==> config.mk <==
export PLATFORM = sky130hd
export DESIGN_NAME = masked_markov_degree_walker_flat
export DESIGN_NICKNAME = d
export VERILOG_FILES = /design/src/rtl/mmdw_pkg.sv /design/src/rtl/mmdw_if.sv /design/src/rtl/masked_markov_degree_walker.sv /design/src/rtl/mmdw_ctrl.sv /design/src/rtl/mmdw_dp.sv /design/src/flat_wrapper.sv
export SDC_FILE = /design/constraint.sdc
export NUM_CORES = 1
export LEC_CHECK = 0
export BUFFER_PORTS_ARGS = -buffer_cell sky130_fd_sc_hd__buf_2
export CORE_MARGIN = 4
export CORE_UTILIZATION = 45
export CTS_CLUSTER_DIAMETER = 100
export DETAILED_ROUTE_END_ITERATION = 10
export MAX_ROUTING_LAYER = met4
export PLACE_DENSITY = 0.67
export SLEW_MARGIN = 20
export SYNTH_ARGS = -nofsm -noshare
export SYNTH_HDL_FRONTEND = slang
export SYNTH_SLANG_ARGS = --single-unit
==> constraint.sdc <==
create_clock -name clock -period 14.2 [get_ports clock]
set_input_delay 2.84 -clock clock [delete_from_list [all_inputs] [get_ports clock]]
set_output_delay 2.84 -clock clock [all_outputs]
set_load 0.005 [all_outputs]
==> src/rtl/mmdw_pkg.sv <==
// Package for the masked Markov degree walker: widths, constants, seed table,
// controller state, command and status types. No dependencies.
`timescale 1ns / 1ps

package mmdw_pkg;

   localparam int NUM_DEGREES_DEF = 7;
   localparam int DEG_W           = 3;
   localparam int MASK_W          = 7;
   localparam int WEIGHT_W        = 4;
   localparam int RNG_W           = 32;
   localparam int SUM_W           = 7;
   localparam int WALK_CAP        = 7;
   localparam int SEED_DIM        = 7;
   localparam int DEG_RESET       = 4;
   localparam int DIV_CNT_W       = $clog2(RNG_W + 1);
   localparam int XS_A            = 13;
   localparam int XS_B            = 17;
   localparam int XS_C            = 5;
   localparam int MUT_COL_SHIFT   = 4;
   localparam int MUT_VAL_LSB     = 8;

   localparam logic [RNG_W-1:0]    RNG_RESET   = 32'hDEADBEEF;
   localparam logic [WEIGHT_W-1:0] WEIGHT_MASK = 4'hF;

   localparam logic REQ_STEP   = 1'b0;
   localparam logic REQ_MUTATE = 1'b1;

   localparam logic [WEIGHT_W-1:0] SEED_TABLE [SEED_DIM][SEED_DIM] = '{
      '{4'd0, 4'd4, 4'd3, 4'd2, 4'd4, 4'd1, 4'd2},
      '{4'd5, 4'd0, 4'd3, 4'd2, 4'd1, 4'd1, 4'd0},
      '{4'd3, 4'd4, 4'd0, 4'd4, 4'd2, 4'd1, 4'd0},
      '{4'd2, 4'd2, 4'd3, 4'd0, 4'd4, 4'd2, 4'd1},
      '{4'd5, 4'd1, 4'd2, 4'd3, 4'd0, 4'd3, 4'd2},
      '{4'd1, 4'd2, 4'd1, 4'd2, 4'd3, 4'd0, 4'd3},
      '{4'd5, 4'd1, 4'd0, 4'd1, 4'd2, 4'd2, 4'd0}
   };

   typedef enum logic [3:0] {
      ST_IDLE,
      ST_SUM,
      ST_DRAW,
      ST_DIV,
      ST_WALK,
      ST_MUT_DRAW,
      ST_MUT_QUOT,
      ST_MUT_REM,
      ST_MUT_WR,
      ST_FINISH
   } mmdw_state_type;

   typedef struct packed {
      logic capture;
      logic scan_clr;
      logic scan;
      logic walk;
      logic set_held;
      logic draw;
      logic div_start;
      logic div_step;
      logic commit;
      logic mut_fold;
      logic mut_quot;
      logic mut_rem;
      logic mut_write;
      logic load_rsp;
   } mmdw_cmd_type;

   typedef struct packed {
      logic scan_done;
      logic sum_zero;
      logic div_done;
   } mmdw_status_type;

   function automatic logic [WEIGHT_W-1:0] seed_weight(input logic [3:0] row,
                                                       input logic [3:0] col);
      logic [WEIGHT_W-1:0] w;
      w = '0;
      if (row < 4'(SEED_DIM) && col < 4'(SEED_DIM)) begin
         w = SEED_TABLE[row[2:0]][col[2:0]];
      end
      return w;
   endfunction

endpackage

==> src/rtl/mmdw_if.sv <==
// Valid/ready channel interfaces for the request and response items.
// Depends on mmdw_pkg.
`timescale 1ns / 1ps

interface mmdw_req_if import mmdw_pkg::*; ();
   logic              valid;
   logic              ready;
   logic              req_type;
   logic [MASK_W-1:0] allowed_mask;

   modport source (output valid, output req_type, output allowed_mask, input ready);
   modport sink   (input valid, input req_type, input allowed_mask, output ready);
endinterface

interface mmdw_rsp_if import mmdw_pkg::*; ();
   logic             valid;
   logic             ready;
   logic [DEG_W-1:0] degree;
   logic             held;

   modport source (output valid, output degree, output held, input ready);
   modport sink   (input valid, input degree, input held, output ready);
endinterface

==> src/rtl/masked_markov_degree_walker.sv <==
// Masked Markov degree walker. Each request item yields exactly one response item.
// A step item sums the current row's weights over the masked degrees, draws a
// xorshift32 word, takes it modulo the sum and walks the row to pick the next
// degree; a zero sum keeps the degree and sets held. A mutate item draws one
// word and rewrites one weight. One item is in work at a time. The
// remainder unit is bit-serial, one dividend bit per cycle, and the row
// scans read the weight memory one column per cycle. A mutate item reduces
// its word modulo NUM_DEGREES by a byte fold, a reciprocal multiply and a
// remainder step, each registered. The weight table resets to its seed
// matrix at once through per-entry valid bits; no clearing pass is needed.
// Depends on mmdw_pkg, mmdw_if, mmdw_ctrl and mmdw_dp.
`timescale 1ns / 1ps

module masked_markov_degree_walker import mmdw_pkg::*; #(
   parameter int NUM_DEGREES = NUM_DEGREES_DEF
) (
   input  logic      clock,
   input  logic      reset,
   mmdw_req_if.sink  req_ch,
   mmdw_rsp_if.source rsp_ch
);

   mmdw_cmd_type    cmd;
   mmdw_status_type status;

   mmdw_ctrl u_ctrl (
      .clock     (clock),
      .reset     (reset),
      .req_valid (req_ch.valid),
      .req_type  (req_ch.req_type),
      .req_ready (req_ch.ready),
      .rsp_valid (rsp_ch.valid),
      .rsp_ready (rsp_ch.ready),
      .status    (status),
      .cmd       (cmd)
   );

   mmdw_dp #(
      .NUM_DEGREES (NUM_DEGREES)
   ) u_dp (
      .clock        (clock),
      .reset        (reset),
      .allowed_mask (req_ch.allowed_mask),
      .cmd          (cmd),
      .status       (status),
      .rsp_degree   (rsp_ch.degree),
      .rsp_held     (rsp_ch.held)
   );

endmodule

==> src/rtl/mmdw_ctrl.sv <==
// Controller state machine of the degree walker: sequences scan, draw,
// remainder and write phases and owns the handshakes. Depends on mmdw_pkg.
`timescale 1ns / 1ps

module mmdw_ctrl import mmdw_pkg::*; (
   input  logic            clock,
   input  logic            reset,
   input  logic            req_valid,
   input  logic            req_type,
   output logic            req_ready,
   output logic            rsp_valid,
   input  logic            rsp_ready,
   input  mmdw_status_type status,
   output mmdw_cmd_type    cmd
);

   mmdw_state_type state_ff, state_in;
   logic           rsp_valid_ff, rsp_valid_in;

   always_ff @(posedge clock) begin
      if (reset) begin
         state_ff     <= ST_IDLE;
         rsp_valid_ff <= 1'b0;
      end else begin
         state_ff     <= state_in;
         rsp_valid_ff <= rsp_valid_in;
      end
   end

   always_comb begin
      state_in     = state_ff;
      cmd          = '0;
      req_ready    = 1'b0;
      rsp_valid_in = rsp_valid_ff && !rsp_ready;
      case (state_ff)
         ST_IDLE: begin
            req_ready = 1'b1;
            if (req_valid) begin
               cmd.capture  = 1'b1;
               cmd.scan_clr = 1'b1;
               state_in     = (req_type == REQ_MUTATE) ? ST_MUT_DRAW : ST_SUM;
            end
         end
         ST_SUM: begin
            cmd.scan = 1'b1;
            if (status.scan_done) begin
               if (status.sum_zero) begin
                  cmd.set_held = 1'b1;
                  state_in     = ST_FINISH;
               end else begin
                  state_in = ST_DRAW;
               end
            end
         end
         ST_DRAW: begin
            cmd.draw      = 1'b1;
            cmd.div_start = 1'b1;
            state_in      = ST_DIV;
         end
         ST_DIV: begin
            cmd.div_step = 1'b1;
            if (status.div_done) begin
               cmd.scan_clr = 1'b1;
               cmd.walk     = 1'b1;
               state_in     = ST_WALK;
            end
         end
         ST_WALK: begin
            cmd.scan = 1'b1;
            cmd.walk = 1'b1;
            if (status.scan_done) begin
               cmd.commit = 1'b1;
               state_in   = ST_FINISH;
            end
         end
         ST_MUT_DRAW: begin
            cmd.draw     = 1'b1;
            cmd.mut_fold = 1'b1;
            state_in     = ST_MUT_QUOT;
         end
         ST_MUT_QUOT: begin
            cmd.mut_quot = 1'b1;
            state_in     = ST_MUT_REM;
         end
         ST_MUT_REM: begin
            cmd.mut_rem = 1'b1;
            state_in    = ST_MUT_WR;
         end
         ST_MUT_WR: begin
            cmd.mut_write = 1'b1;
            state_in      = ST_FINISH;
         end
         ST_FINISH: begin
            if (!rsp_valid_ff || rsp_ready) begin
               cmd.load_rsp = 1'b1;
               rsp_valid_in = 1'b1;
               state_in     = ST_IDLE;
            end
         end
         default: begin
            state_in = ST_IDLE;
         end
      endcase
   end

   assign rsp_valid = rsp_valid_ff;

endmodule

==> src/rtl/mmdw_dp.sv <==
// Datapath of the degree walker: weight memory with seed fallback, xorshift
// generator, bit-serial remainder unit, constant-modulus reduction, row scan
// and output register. Depends on mmdw_pkg.
`timescale 1ns / 1ps

module mmdw_dp import mmdw_pkg::*; #(
   parameter int NUM_DEGREES = NUM_DEGREES_DEF
) (
   input  logic              clock,
   input  logic              reset,
   input  logic [MASK_W-1:0] allowed_mask,
   input  mmdw_cmd_type      cmd,
   output mmdw_status_type   status,
   output logic [DEG_W-1:0]  rsp_degree,
   output logic              rsp_held
);

   localparam int DEPTH    = NUM_DEGREES * NUM_DEGREES;
   localparam int ADDR_W   = $clog2(DEPTH);
   localparam int ROW_W    = $clog2(NUM_DEGREES);
   localparam int WALK_N   = (NUM_DEGREES < WALK_CAP) ? NUM_DEGREES : WALK_CAP;
   localparam int CNT_W    = $clog2(WALK_N + 1);
   localparam int DEG_INIT = DEG_RESET % NUM_DEGREES;
   localparam int FOLD_W   = 14;
   localparam int RECIP_SH = 18;
   localparam int PROD_W   = FOLD_W + RECIP_SH;
   localparam int RECIP    = ((1 << RECIP_SH) + NUM_DEGREES - 1) / NUM_DEGREES;
   localparam int FOLD_C1  = (1 << 8) % NUM_DEGREES;
   localparam int FOLD_C2  = (1 << 16) % NUM_DEGREES;
   localparam int FOLD_C3  = (1 << 24) % NUM_DEGREES;

   logic [WEIGHT_W-1:0]  weight_mem_ff [DEPTH];
   logic [DEPTH-1:0]     weight_vld_ff;
   logic [WEIGHT_W-1:0]  rd_mem_ff;
   logic [WEIGHT_W-1:0]  rd_seed_ff;
   logic                 rd_vld_ff;
   logic                 rd_pend_ff;
   logic [DEG_W-1:0]     rd_col_ff;
   logic [CNT_W-1:0]     col_ff;

   logic [RNG_W-1:0]     rng_ff;
   logic [DEG_W-1:0]     degree_ff;
   logic [MASK_W-1:0]    mask_ff;
   logic                 held_ff;
   logic [SUM_W-1:0]     sum_ff;
   logic [SUM_W-1:0]     pick_ff;
   logic                 found_ff;
   logic [DEG_W-1:0]     next_deg_ff;

   logic [SUM_W-1:0]     rem_ff;
   logic [SUM_W-1:0]     divisor_ff;
   logic [RNG_W-1:0]     div_sh_ff;
   logic [DIV_CNT_W-1:0] div_cnt_ff;

   logic [FOLD_W-1:0]    row_fold_ff, col_fold_ff;
   logic [FOLD_W-1:0]    row_quot_ff, col_quot_ff;
   logic [ROW_W-1:0]     row_rem_ff, col_rem_ff;

   logic [DEG_W-1:0]     rsp_degree_ff;
   logic                 rsp_held_ff;

   logic [RNG_W-1:0]     xs_a, xs_b, rng_nx;
   logic [SUM_W:0]       div_trial, div_diff;
   logic                 div_done;
   logic                 issue;
   logic [ADDR_W-1:0]    rd_addr, wr_addr;
   logic [WEIGHT_W-1:0]  rd_weight;
   logic                 lane_hit;
   logic [PROD_W-1:0]    row_prod, col_prod;
   logic [FOLD_W-1:0]    row_rem_full, col_rem_full;

   // fold a word into a small value with the same residue modulo NUM_DEGREES
   function automatic logic [FOLD_W-1:0] fold_word(input logic [RNG_W-1:0] v);
      return FOLD_W'(v[7:0])
           + FOLD_W'(v[15:8])  * FOLD_W'(FOLD_C1)
           + FOLD_W'(v[23:16]) * FOLD_W'(FOLD_C2)
           + FOLD_W'(v[31:24]) * FOLD_W'(FOLD_C3);
   endfunction

   assign xs_a   = rng_ff ^ (rng_ff << XS_A);
   assign xs_b   = xs_a ^ (xs_a >> XS_B);
   assign rng_nx = xs_b ^ (xs_b << XS_C);

   assign div_trial = {rem_ff, div_sh_ff[RNG_W-1]};
   assign div_diff  = div_trial - {1'b0, divisor_ff};
   assign div_done  = (div_cnt_ff == DIV_CNT_W'(RNG_W));

   assign row_prod     = PROD_W'(row_fold_ff) * PROD_W'(RECIP);
   assign col_prod     = PROD_W'(col_fold_ff) * PROD_W'(RECIP);
   assign row_rem_full = row_fold_ff - row_quot_ff * FOLD_W'(NUM_DEGREES);
   assign col_rem_full = col_fold_ff - col_quot_ff * FOLD_W'(NUM_DEGREES);

   assign issue   = cmd.scan && (col_ff != CNT_W'(WALK_N));
   assign rd_addr = ADDR_W'(ADDR_W'(degree_ff) * ADDR_W'(NUM_DEGREES)) + ADDR_W'(col_ff);
   assign wr_addr = ADDR_W'(ADDR_W'(row_rem_ff) * ADDR_W'(NUM_DEGREES))
                    + ADDR_W'(col_rem_ff);

   assign rd_weight = rd_vld_ff ? rd_mem_ff : rd_seed_ff;
   assign lane_hit  = rd_pend_ff && mask_ff[rd_col_ff];

   // weight memory, one read and one write port
   always_ff @(posedge clock) begin
      if (cmd.mut_write) begin
         weight_mem_ff[wr_addr] <= rng_ff[MUT_VAL_LSB +: WEIGHT_W] & WEIGHT_MASK;
      end
      rd_mem_ff  <= weight_mem_ff[rd_addr];
      rd_seed_ff <= seed_weight(4'(degree_ff), 4'(col_ff));
   end

   always_ff @(posedge clock) begin
      if (reset) begin
         weight_vld_ff <= '0;
         rd_vld_ff     <= 1'b0;
         rd_pend_ff    <= 1'b0;
         col_ff        <= '0;
         rng_ff        <= RNG_RESET;
         degree_ff     <= DEG_W'(DEG_INIT);
         div_cnt_ff    <= DIV_CNT_W'(RNG_W);
      end else begin
         rd_vld_ff <= weight_vld_ff[rd_addr];
         if (cmd.mut_write) begin
            weight_vld_ff[wr_addr] <= 1'b1;
         end
         if (cmd.scan_clr) begin
            col_ff     <= '0;
            rd_pend_ff <= 1'b0;
         end else begin
            rd_pend_ff <= issue;
            if (issue) begin
               col_ff <= col_ff + CNT_W'(1);
            end
         end
         if (cmd.draw) begin
            rng_ff <= rng_nx;
         end
         if (cmd.commit && found_ff) begin
            degree_ff <= next_deg_ff;
         end
         if (cmd.div_start) begin
            div_cnt_ff <= '0;
         end else if (cmd.div_step && !div_done) begin
            div_cnt_ff <= div_cnt_ff + DIV_CNT_W'(1);
         end
      end
   end

   always_ff @(posedge clock) begin
      rd_col_ff <= DEG_W'(col_ff);
      if (cmd.capture) begin
         mask_ff <= allowed_mask;
         held_ff <= 1'b0;
      end else if (cmd.set_held) begin
         held_ff <= 1'b1;
      end
      // row scan: sum pass, then weighted walk
      if (cmd.scan_clr) begin
         sum_ff   <= '0;
         pick_ff  <= rem_ff;
         found_ff <= 1'b0;
      end else if (lane_hit) begin
         if (cmd.walk) begin
            if (!found_ff) begin
               if (pick_ff < SUM_W'(rd_weight)) begin
                  found_ff    <= 1'b1;
                  next_deg_ff <= rd_col_ff;
               end else begin
                  pick_ff <= pick_ff - SUM_W'(rd_weight);
               end
            end
         end else begin
            sum_ff <= sum_ff + SUM_W'(rd_weight);
         end
      end
      // restoring remainder, one dividend bit per cycle
      if (cmd.div_start) begin
         rem_ff     <= '0;
         div_sh_ff  <= rng_nx;
         divisor_ff <= sum_ff;
      end else if (cmd.div_step && !div_done) begin
         div_sh_ff <= div_sh_ff << 1;
         if (div_trial >= {1'b0, divisor_ff}) begin
            rem_ff <= div_diff[SUM_W-1:0];
         end else begin
            rem_ff <= div_trial[SUM_W-1:0];
         end
      end
      // mutate address: fold, reciprocal quotient, remainder
      if (cmd.mut_fold) begin
         row_fold_ff <= fold_word(rng_nx);
         col_fold_ff <= fold_word(rng_nx >> MUT_COL_SHIFT);
      end
      if (cmd.mut_quot) begin
         row_quot_ff <= row_prod[PROD_W-1:RECIP_SH];
         col_quot_ff <= col_prod[PROD_W-1:RECIP_SH];
      end
      if (cmd.mut_rem) begin
         row_rem_ff <= row_rem_full[ROW_W-1:0];
         col_rem_ff <= col_rem_full[ROW_W-1:0];
      end
      if (cmd.load_rsp) begin
         rsp_degree_ff <= degree_ff;
         rsp_held_ff   <= held_ff;
      end
   end

   assign status.scan_done = (col_ff == CNT_W'(WALK_N)) && !rd_pend_ff;
   assign status.sum_zero  = (sum_ff == '0);
   assign status.div_done  = div_done;

   assign rsp_degree = rsp_degree_ff;
   assign rsp_held   = rsp_held_ff;

endmodule

==> src/flat_wrapper.sv <==
// flat-port wrapper written by rule: the top's interface ports become plain ports
module masked_markov_degree_walker_flat import mmdw_pkg::*;
#(
   parameter int NUM_DEGREES = NUM_DEGREES_DEF
)
  (clock, reset, req_ch_valid, req_ch_req_type, req_ch_allowed_mask, req_ch_ready, rsp_ch_valid, rsp_ch_degree, rsp_ch_held, rsp_ch_ready);
  mmdw_req_if req_ch_i ();
  mmdw_rsp_if rsp_ch_i ();
  input  logic clock;
  input  logic reset;
  input wire logic [$bits(req_ch_i.valid)-1:0] req_ch_valid;
  input wire logic [$bits(req_ch_i.req_type)-1:0] req_ch_req_type;
  input wire logic [$bits(req_ch_i.allowed_mask)-1:0] req_ch_allowed_mask;
  output wire logic [$bits(req_ch_i.ready)-1:0] req_ch_ready;
  output wire logic [$bits(rsp_ch_i.valid)-1:0] rsp_ch_valid;
  output wire logic [$bits(rsp_ch_i.degree)-1:0] rsp_ch_degree;
  output wire logic [$bits(rsp_ch_i.held)-1:0] rsp_ch_held;
  input wire logic [$bits(rsp_ch_i.ready)-1:0] rsp_ch_ready;
  assign req_ch_i.valid = req_ch_valid;
  assign req_ch_i.req_type = req_ch_req_type;
  assign req_ch_i.allowed_mask = req_ch_allowed_mask;
  assign req_ch_ready = req_ch_i.ready;
  assign rsp_ch_valid = rsp_ch_i.valid;
  assign rsp_ch_degree = rsp_ch_i.degree;
  assign rsp_ch_held = rsp_ch_i.held;
  assign rsp_ch_i.ready = rsp_ch_ready;
  masked_markov_degree_walker #(.NUM_DEGREES(NUM_DEGREES)) u_core (.clock(clock), .reset(reset), .req_ch(req_ch_i), .rsp_ch(rsp_ch_i));
endmodule
---- After elaboration in Yosys (flattened, before gate mapping) ----
Memory sizes are Yosys's and may differ from the RTL's. A register that Yosys moved wholly into a read port is not among the register bits.
Cells that the tools add are included.
storage, ports and cells
  register bits after elaboration ......... 239
  latch bits .............................. 0
  memory bits (writable) .................. 196
  bits in read-only memories .............. 224
  input bits .............................. 12
  output and inout bits ................... 6
  logic and storage cells ................. 174
  memories ................................ 2
operators by class
  $add $sub $neg .......................... 15
  multipliers ............................. 6
  div/mod/pow operators ................... 0
  $lt $le $gt $ge ......................... 10
  equality and inequality tests ........... 19
  shift-type cells ........................ 0
  multiplexer cells ....................... 57
  bitwise gates (word level) .............. 9
  reductions and logical operators ........ 27
memory list
  name                       depth  bits a word  rd ports  clocked after memory_dff  write ports  line            RTL
  (no name shown)            8      28           1         0                         0            mmdw_pkg.sv:80  w = SEED_TABLE[row[2:0]][col[2:0]];
  u_core.u_dp.weight_mem_ff  49     4            1         1                         1            mmdw_dp.sv:32   logic [WEIGHT_W-1:0] weight_mem_ff [DEPTH];
operators by type and width
  operator                                                    count
  two-way mux 32 bit                                          2
  XOR 32 bit                                                  2
  multiplier 13 x 15 -> 28 bit, second input constant         2
  two-way mux 28 bit                                          2
  OR 49 bit                                                   1
  two-way mux 7 bit                                           6
  one-hot mux 4 bit (10 select lines)                         1
  two-way mux 4 bit                                           9
  XOR 32 x 15 -> 32 bit                                       1
  two-way mux 1 bit                                           27
  adder 11 x 9 -> 12 bit                                      2
  multiplier 12 x 3 -> 3 bit, second input constant           2
  adder 8 x 10 -> 11 bit                                      2
  equality test 4 x 3 -> 1 bit, second input constant         4
  less-than comparator 6 x 7 -> 1 bit, second input constant  2
  adder 12 x 4 -> 13 bit                                      1
  adder 12 x 8 -> 13 bit                                      1
  adder 6 x 3 -> 6 bit                                        2
  binary-select mux 4 bit (select 3 bit)                      1
  multiplier 3 x 3 -> 6 bit, second input constant            2
  two-way mux 6 bit                                           2
  AND reduction 5 bit                                         2
  equality test 4 x 2 -> 1 bit, second input constant         2
  equality test 4 bit, second input constant                  2
  other kinds (35)                                            63

---- Depth between registers and ports, before layout ----
Gate-level depths: netlist (run 1).
  word-level depth ........................ 7
  depth in mapped cells ................... 17
  depth with buffers taken out ............ 17

---- By module ----
A second synthesis (run 1) with hierarchy kept.
second synthesis, totals
  cells, all modules ...................... 1,828
  area total of the unflattened synthesis .. 22,646.7 µm²
by module, submodules not included
  module     times used  cells each  area each (µm²)  sequential area each (µm²)
  mmdw_dp    1           1,758       22,106.2         11,190.7
  mmdw_ctrl  1           70          540.5            100.1

---- Least setup slack after synthesis (run 1) ----
Ideal clock, no wire load.
  path kind ............................... reg2reg
  start ................................... register u_core.u_dp.rng_ff[11]
  end ..................................... register u_core.u_dp.col_fold_ff[8] (data pin)
  setup time .............................. 258 ps
  arrival time ............................ 4,351 ps
  data required time ...................... 13,942 ps
  slack ................................... 9,592 ps
  stages on the path, launching flop included .. 16
  path buffers ............................ 0
  clock period less this slack ............ 4,608 ps
  cell sequence ........................... dfxtp_1 xnor2_1 xnor2_1 xnor2_1 fa_1 inv_1 fa_1 ha_1 inv_1 fa_1 nor2b_1 o21ai_0 a21boi_0 o21ai_0 nor2b_1 xnor2_1
between the ends
  word-level cells in the longest chain between the ends .. 6
RTL lines
  what                        line            RTL
  start, declared             mmdw_dp.sv:41   logic [RNG_W-1:0] rng_ff;
  start signal, assigned      mmdw_dp.sv:134  rng_ff <= rng_nx;
  XOR 32 bit (*)              mmdw_dp.sv:80   assign xs_a = rng_ff ^ (rng_ff << XS_A);
  XOR 32 x 15 -> 32 bit (*)   mmdw_dp.sv:81   assign xs_b = xs_a ^ (xs_a >> XS_B);
  XOR 32 bit (*)              mmdw_dp.sv:82   assign rng_nx = xs_b ^ (xs_b << XS_C);
  adder 8 x 10 -> 11 bit      mmdw_dp.sv:75   + FOLD_W'(v[15:8]) * FOLD_W'(FOLD_C1)
  adder 11 x 9 -> 12 bit      mmdw_dp.sv:76   + FOLD_W'(v[23:16]) * FOLD_W'(FOLD_C2)
  adder 12 x 4 -> 13 bit (*)  mmdw_dp.sv:77   + FOLD_W'(v[31:24]) * FOLD_W'(FOLD_C3);
  end signal, assigned        mmdw_dp.sv:190  col_fold_ff <= fold_word(rng_nx >> MUT_COL_SHIFT);
  end, declared               mmdw_dp.sv:55   logic [FOLD_W-1:0] row_fold_ff, col_fold_ff;
Every way passes the cells marked *; elsewhere a longest branch is shown, timed or not.
A chain may end at the register's enable or synchronous reset.

---- Final worst setup path (run 1) ----
  start ................................... register u_core.u_ctrl.state_ff[1]
  end ..................................... output port req_ch_ready
between the ends
  word-level cells in the longest chain between the ends .. 2
RTL lines
  what                    line                RTL
  start, declared         mmdw_ctrl.sv:17     mmdw_state_type state_ff, state_in;
  start signal, assigned  mmdw_ctrl.sv:25     state_ff <= state_in;
  logical NOT 4 bit       mmdw_ctrl.sv:35     case (state_ff)
  two-way mux 1 bit       mmdw_ctrl.sv:35
  end, declared           flat_wrapper.sv:14  output wire logic [$bits(req_ch_i.ready)-1:0] req_ch_ready;
No other way between the ends.

==> results.sh, run 1 <==
export IMPL_yosys_warnings=0
export IMPL_synth_seq_area_share_pct=50.2
export IMPL_slew_violations=0
export IMPL_grt_overflow=0
export IMPL_synthArstFlopShare_pct=0
export IMPL_worstPathArrival_ns=1.85
export IMPL_antenna_found_initial=1
export IMPL_ys_flop_type="edfxtp_1"
export IMPL_worst_pin_slew_ns=1.02
export IMPL_clk_insertion_delay_late_ns=0.57
export IMPL_vias=13900
export IMPL_fmax_ghz=0.213
export IMPL_hold_start="u_core.u_dp.held_ff"
export IMPL_postCtsSetupBuffers=0
export IMPL_grt_setup_unrepaired="no"
export IMPL_fp_coreArea_mm2=0.0492
export IMPL_portBuffers=17
export IMPL_synth_area_leaders="edfxtp_1 (39%), dfxtp_1 (11%), ha_1 (9.6%)"
export IMPL_setup_tns_ns=0
export IMPL_whs_ns=0.446
export IMPL_status="completed"
export IMPL_period_needed_ns=4.69
export IMPL_grt_max_degree=77
export IMPL_wl_per_cell_um=17.9
export IMPL_antenna_left=0
export IMPL_worstRegToRegCells=17
export IMPL_wirelength_um=46000
export IMPL_skew_ns=0.0220
export IMPL_crit_path_end_kind="primary output"
export IMPL_die_area_mm2=0.0536
export IMPL_drive_above_1_share_pct=10.1
export IMPL_finalSetupViolations=0
export IMPL_worstPathRequired_ns=11.36
export IMPL_num_io_pins=18
export IMPL_first_global_vias=13900
export IMPL_viasPerCell=5.41
export IMPL_rr_startpoint="u_core.u_dp.rng_ff[7]"
export IMPL_synth_edff_count=292
export IMPL_grt_first_pass_wirelength_um=74900
export IMPL_htreeDepth=2
export IMPL_cts_tree="built"
export IMPL_relSlewSlack_pct=31.7
export IMPL_num_nets_final=2127
export IMPL_die_w_um=231
export IMPL_rows=81
export IMPL_finalHoldViolations=0
export IMPL_maxCapViolations=0
export IMPL_start_util_pct=45.7
export IMPL_die_h_um=231
export IMPL_place_hpwl_um=32200
export IMPL_hold_path_end="u_core.u_dp.rsp_held"
export IMPL_syn_nets=2110
export IMPL_syn_area_mm2=0.0225
export IMPL_syn_avg_cell_area_um2=12.2
export IMPL_holdBufCountCts=0
export IMPL_crit_path_max_fanout=18
export IMPL_hold_path_depth=0
export IMPL_grt_total_usage_pct=17.8
export IMPL_drc=0
export IMPL_gp_congestion=0.832
export IMPL_drt_iter0_markers=973
export IMPL_yosys_area_top_type="edfxtp_1"
export IMPL_cts_resized=0
export IMPL_r2r_end="u_core.u_dp.row_fold_ff[8]"
export IMPL_area_growth_pct=10.3
export IMPL_hold_path_class="register to register"
export IMPL_dr_pass1_iters=5
export IMPL_ys_ff_latch=418
export IMPL_syn_instance_count=1850
export IMPL_setup_worst_path_class="register to primary output"
export IMPL_cts_buffers=45
export IMPL_reg2reg_slack_ns=9.60
export IMPL_root_buffer="clkbuf_16"
export IMPL_start_kind="register"
export IMPL_fin_crit_sh_pct=33.0
export IMPL_clk_path_buf_depth=3
export IMPL_clk_pin_slew_ns=0.06
export IMPL_yosysUniqueCellTypes=64
export IMPL_cts_sinks=418
export IMPL_synth_top_cell_area_share_pct=39.0
## registers in the layout, summed over array words and instances, names as in the netlist, 4 cells and up
register	cells
u_core.u_dp.weight_mem_ff	196
u_core.u_dp.weight_vld_ff	49
u_core.u_dp.div_sh_ff	32
u_core.u_dp.rng_ff	32
u_core.u_dp.col_fold_ff	12
u_core.u_dp.row_fold_ff	12
u_core.u_dp.divisor_ff	7
u_core.u_dp.mask_ff	7
u_core.u_dp.pick_ff	7
u_core.u_dp.rem_ff	7
u_core.u_dp.sum_ff	7
u_core.u_dp.div_cnt_ff	6
u_core.u_ctrl.state_ff	4
u_core.u_dp.rd_mem_ff	4
## how the worst max path moves through the flow
stage | to | start | slack, ns | depth (start not counted)
4_1_cts | req_ch_ready | u_core.u_ctrl.state_ff[1] | 9.51 | 2
6_report | req_ch_ready | u_core.u_ctrl.state_ff[1] | 9.51 | 2
3_3_place_gp | u_core.u_ctrl.state_ff[2] | reset | 9.22 | 5
5_1_grt | u_core.u_dp.row_fold_ff[10] | u_core.u_dp.rng_ff[7] | 9.27 | 17
3_5_place_dp | u_core.u_ctrl.state_ff[2] | reset | 9.15 | 5
2_1_floorplan | u_core.u_dp.col_fold_ff[8] | u_core.u_dp.rng_ff[11] | 9.59 | 15
## metrics by stage
stage / worst slack (ns) / std cells / area, um^2 / utilization (%)
4_1_cts: 9.51 / 2568 / 24800 / 50.5
2_1_floorplan: 9.59 / 1850 / 22500 / -
3_3_place_gp: 9.22 / 2484 / 23300 / 47.3
6_report: 9.51 / 2569 / 24800 / 50.5
3_5_place_dp: 9.15 / 2484 / 23300 / 47.3
5_1_grt: 9.27 / 2569 / 24800 / 50.5
## area by class of cell
class                   count  area [um^2]
flip-flops and latches    418        11300
repair buffers             33          205
inverters                 176          661
clock inverters            16          118
clock buffers              68         1430
multi-input cells        1193        10300
well taps                 664          831
fillers                  4155        24300
diodes                      1         2.50
## worst max-delay path, cell delays in order (launching register included)
cell	delay, ns
dfxtp_1	0.47
nor4_1	0.60
buf_2	0.22
## cell usage in the layout, fill, tap and decap left out, drive strengths merged, types with 4 or more instances in the layout
master | synthesis | final
a211oi | 16 | 16
a21boi | 8 | 8
a21o | 11 | 11
a21oi | 99 | 99
a221oi | 4 | 4
a32o | 4 | 4
and3 | 8 | 8
buf | 26 | 33
clkbuf | 37 | 68
clkinv | 2 | 15
dfxtp | 126 | 126
edfxtp | 292 | 292
fa | 76 | 76
ha | 172 | 172
inv | 174 | 176
mux2 | 5 | 5
mux2i | 32 | 32
mux4 | 63 | 63
nand2 | 126 | 126
nand2b | 13 | 13
nand3 | 19 | 19
nand4 | 7 | 7
nor2 | 161 | 161
nor2b | 22 | 22
nor3 | 37 | 37
nor4 | 7 | 7
o211ai | 12 | 12
o21a | 7 | 7
o21ai | 104 | 104
o21bai | 4 | 4
o221ai | 4 | 4
or3 | 13 | 13
xnor2 | 80 | 80
xor2 | 40 | 40
## cells in the mapped netlist (11+ instances only)
| cell | count |
|---|---|
| a211oi_1 | 16 |
| a21o_1 | 11 |
| a21oi_1 | 99 |
| buf_2 | 18 |
| clkbuf_1 | 37 |
| dfxtp_1 | 126 |
| edfxtp_1 | 292 |
| fa_1 | 76 |
| ha_1 | 172 |
| inv_1 | 174 |
| mux2i_1 | 32 |
| mux4_2 | 63 |
| nand2_1 | 126 |
| nand2b_1 | 13 |
| nand3_1 | 19 |
| nor2_1 | 160 |
| nor2b_1 | 22 |
| nor3_1 | 37 |
| o211ai_1 | 12 |
| o21ai_0 | 102 |
| or3_1 | 13 |
| xnor2_1 | 80 |
| xor2_1 | 39 |
## cell families after synthesis
logic type | synth area share [%]
simple gates | 8.69
buf+inv | 4.21
fa+ha+maj | 16.3
compound gates | 7.83
mux | 7.99
flops | 50.2
xor+xnor | 4.71
## per-layer routing
| metal | GRT usage [%] | wire [um] | up-vias |
|---|---|---|---|
| met4 | 4.96 | 868 | 0 |
| met2 | 28.0 | 21800 | 342 |
| met1 | 24.3 | 20900 | 6884 |
| met3 | 2.70 | 2350 | 54 |
| li1 | - | - | 6625 |
| met5 | - | 0 | - |
Power of run 1 is not shown: default switching activity piles up to over one toggle a cycle in this logic, so the estimate is an artifact.
==> inputs of run 2 (changes only) <==
==> constraint.sdc (replaced) <==
create_clock -name clock -period 4.9 [get_ports clock]
set_input_delay 0.98 -clock clock [delete_from_list [all_inputs] [get_ports clock]]
set_output_delay 0.98 -clock clock [all_outputs]
set_load 0.005 [all_outputs]
==> results.sh, run 2 (synthesis gave the netlist of run 1 again) <==
export IMPL_portBuffers=17
export IMPL_clk_pin_slew_ns=0.06
export IMPL_relSlewSlack_pct=34.7
export IMPL_gp_congestion=0.876
export IMPL_wirelength_um=47600
export IMPL_num_io_pins=18
export IMPL_grt_first_pass_wirelength_um=77000
export IMPL_final_common_cell="edfxtp_1"
export IMPL_cts_resized=0
export IMPL_cts_tree="built"
export IMPL_finalSetupViolations=0
export IMPL_antennaDiodeCount=0
export IMPL_skew_ns=0.0285
export IMPL_postCtsSetupBuffers=0
export IMPL_drt_iter0_markers=1184
export IMPL_fp_coreArea_mm2=0.0492
export IMPL_grt_met2_usage_pct=29.4
export IMPL_wl_per_cell_um=18.4
export IMPL_status="completed"
export IMPL_antenna_left=0
export IMPL_holdBufCountCts=0
export IMPL_grt_max_degree=76
export IMPL_root_buffer="clkbuf_16"
export IMPL_clk_path_buf_depth=3
export IMPL_use_met1_pct=24.7
export IMPL_hold_path_class="register to register"
export IMPL_num_nets_final=2145
export IMPL_finalHoldViolations=0
export IMPL_layout_cells_most_common_list="edfxtp_1 (292), inv_1 (174), ha_1 (170)"
export IMPL_die_h_um=231
export IMPL_utilization_pct=50.8
export IMPL_crit_path_end_kind="register"
export IMPL_reg2reg_slack_ns=0.38
export IMPL_first_global_vias=14300
export IMPL_period_needed_ns=4.52
export IMPL_crit_chain="xor2_1 > xnor2_1 > xnor2_1 > inv_1 > fa_1 > inv_1 > fa_1 > inv_1 > ha_1 > inv_1 > fa_1 > nor2b_1 > o21ai_0 > a21boi_0 > o21ai_0 > nor2b_1 > xnor2_1"
export IMPL_crit_path_frequent_cell="inv_1"
export IMPL_grt_util_met3_pct=2.89
export IMPL_regMostFlops="u_core.u_dp.weight_mem_ff"
export IMPL_antenna_found_initial=0
export IMPL_start_kind="register"
export IMPL_crit_path_max_fanout=5
export IMPL_fillers=4173
export IMPL_max_stage_delay_ns=0.56
export IMPL_clk_insertion_delay_late_ns=0.58
export IMPL_grt_overflow=0
export IMPL_die_w_um=231
export IMPL_start_util_pct=45.7
export IMPL_dp_cells=2502
export IMPL_cts_buffers=45
export IMPL_fmax_ghz=0.221
export IMPL_hold_path_depth=2
export IMPL_fin_cells=2585
export IMPL_drive_above_1_share_pct=10.8
export IMPL_grt_setup_unrepaired="no"
export IMPL_area_growth_pct=11.1
export IMPL_slowest_stage="xor2_1"
export IMPL_viasPerCell=5.43
export IMPL_rows=81
export IMPL_setup_worst_path_class="register to register"
export IMPL_dr_pass1_iters=5
export IMPL_fin_crit_sh_pct=92.2
export IMPL_grt_most_used_layer="met2"
export IMPL_place_hpwl_um=34000
export IMPL_vias=14000
export IMPL_grt_total_usage_pct=18.5
export IMPL_htreeDepth=2
export IMPL_cts_sinks=418
export IMPL_die_area_mm2=0.0536
export IMPL_worst_pin_slew_ns=0.973
export IMPL_largest_reg_flops=196
export IMPL_drc=0
export IMPL_largestRegisters="u_core.u_dp.weight_mem_ff: 196 flops, u_core.u_dp.weight_vld_ff: 49 flops"
export IMPL_slew_violations=0
export IMPL_maxCapViolations=0
export IMPL_worstRegToRegCells=17
export IMPL_setup_tns_ns=0
export IMPL_worstPathArrival_ns=4.84
export IMPL_worstPathRequired_ns=5.22
[run 2: final timing paths]
kind	start	to
setup / recovery	u_core.u_dp.rng_ff[4]	u_core.u_dp.row_fold_ff[8]
hold / removal	u_core.u_dp.weight_vld_ff[27]	u_core.u_dp.weight_vld_ff[27]
setup reg to reg	u_core.u_dp.rng_ff[4]	u_core.u_dp.row_fold_ff[8]
hold reg to reg	u_core.u_dp.weight_vld_ff[27]	u_core.u_dp.weight_vld_ff[27]
[run 2: worst max-delay path: cells and delay by family, from the launching register on]
family	cells	cell delay (ns)
flip-flops	1	0.40
AND/OR/NAND/NOR	2	0.29
AO/OA/AOI/OAI	3	0.50
XOR/XNOR	4	1.17
buffers and inverters	4	0.34
adder cells (fa/ha/maj)	4	1.58
[run 2: cell type report]
type	instances	area (um^2)	area share [%]
Inverter	176	661	2.65
Clock buffer	63	1320	5.27
Timing Repair Buffer	51	340	1.36
Tap cell	664	831	3.33
Sequential cell	418	11300	45.2
Multi-Input combinational cell	1193	10300	41.1
Clock inverter	20	259	1.04
[run 2: stage by stage]
step | hold WS (ns) | instance area (um^2) | worst slack, ns
after global routing | 0.484 | 25000 | 0.0993
after detailed placement | 0.445 | 23400 | 0.482
after floorplan | 0.354 | 22500 | 0.292
after CTS | 0.460 | 25000 | 0.438
after global placement | 0.442 | 23400 | 0.577
final | 0.461 | 25000 | 0.382
[run 2: metal layers]
layer,up-vias,wire length (um)
met1,6925,21200
met2,368,22600
li1,6653,-
met4,0,1260
met5,-,0
met3,82,2480
Power of run 2 is left out for the same reason.
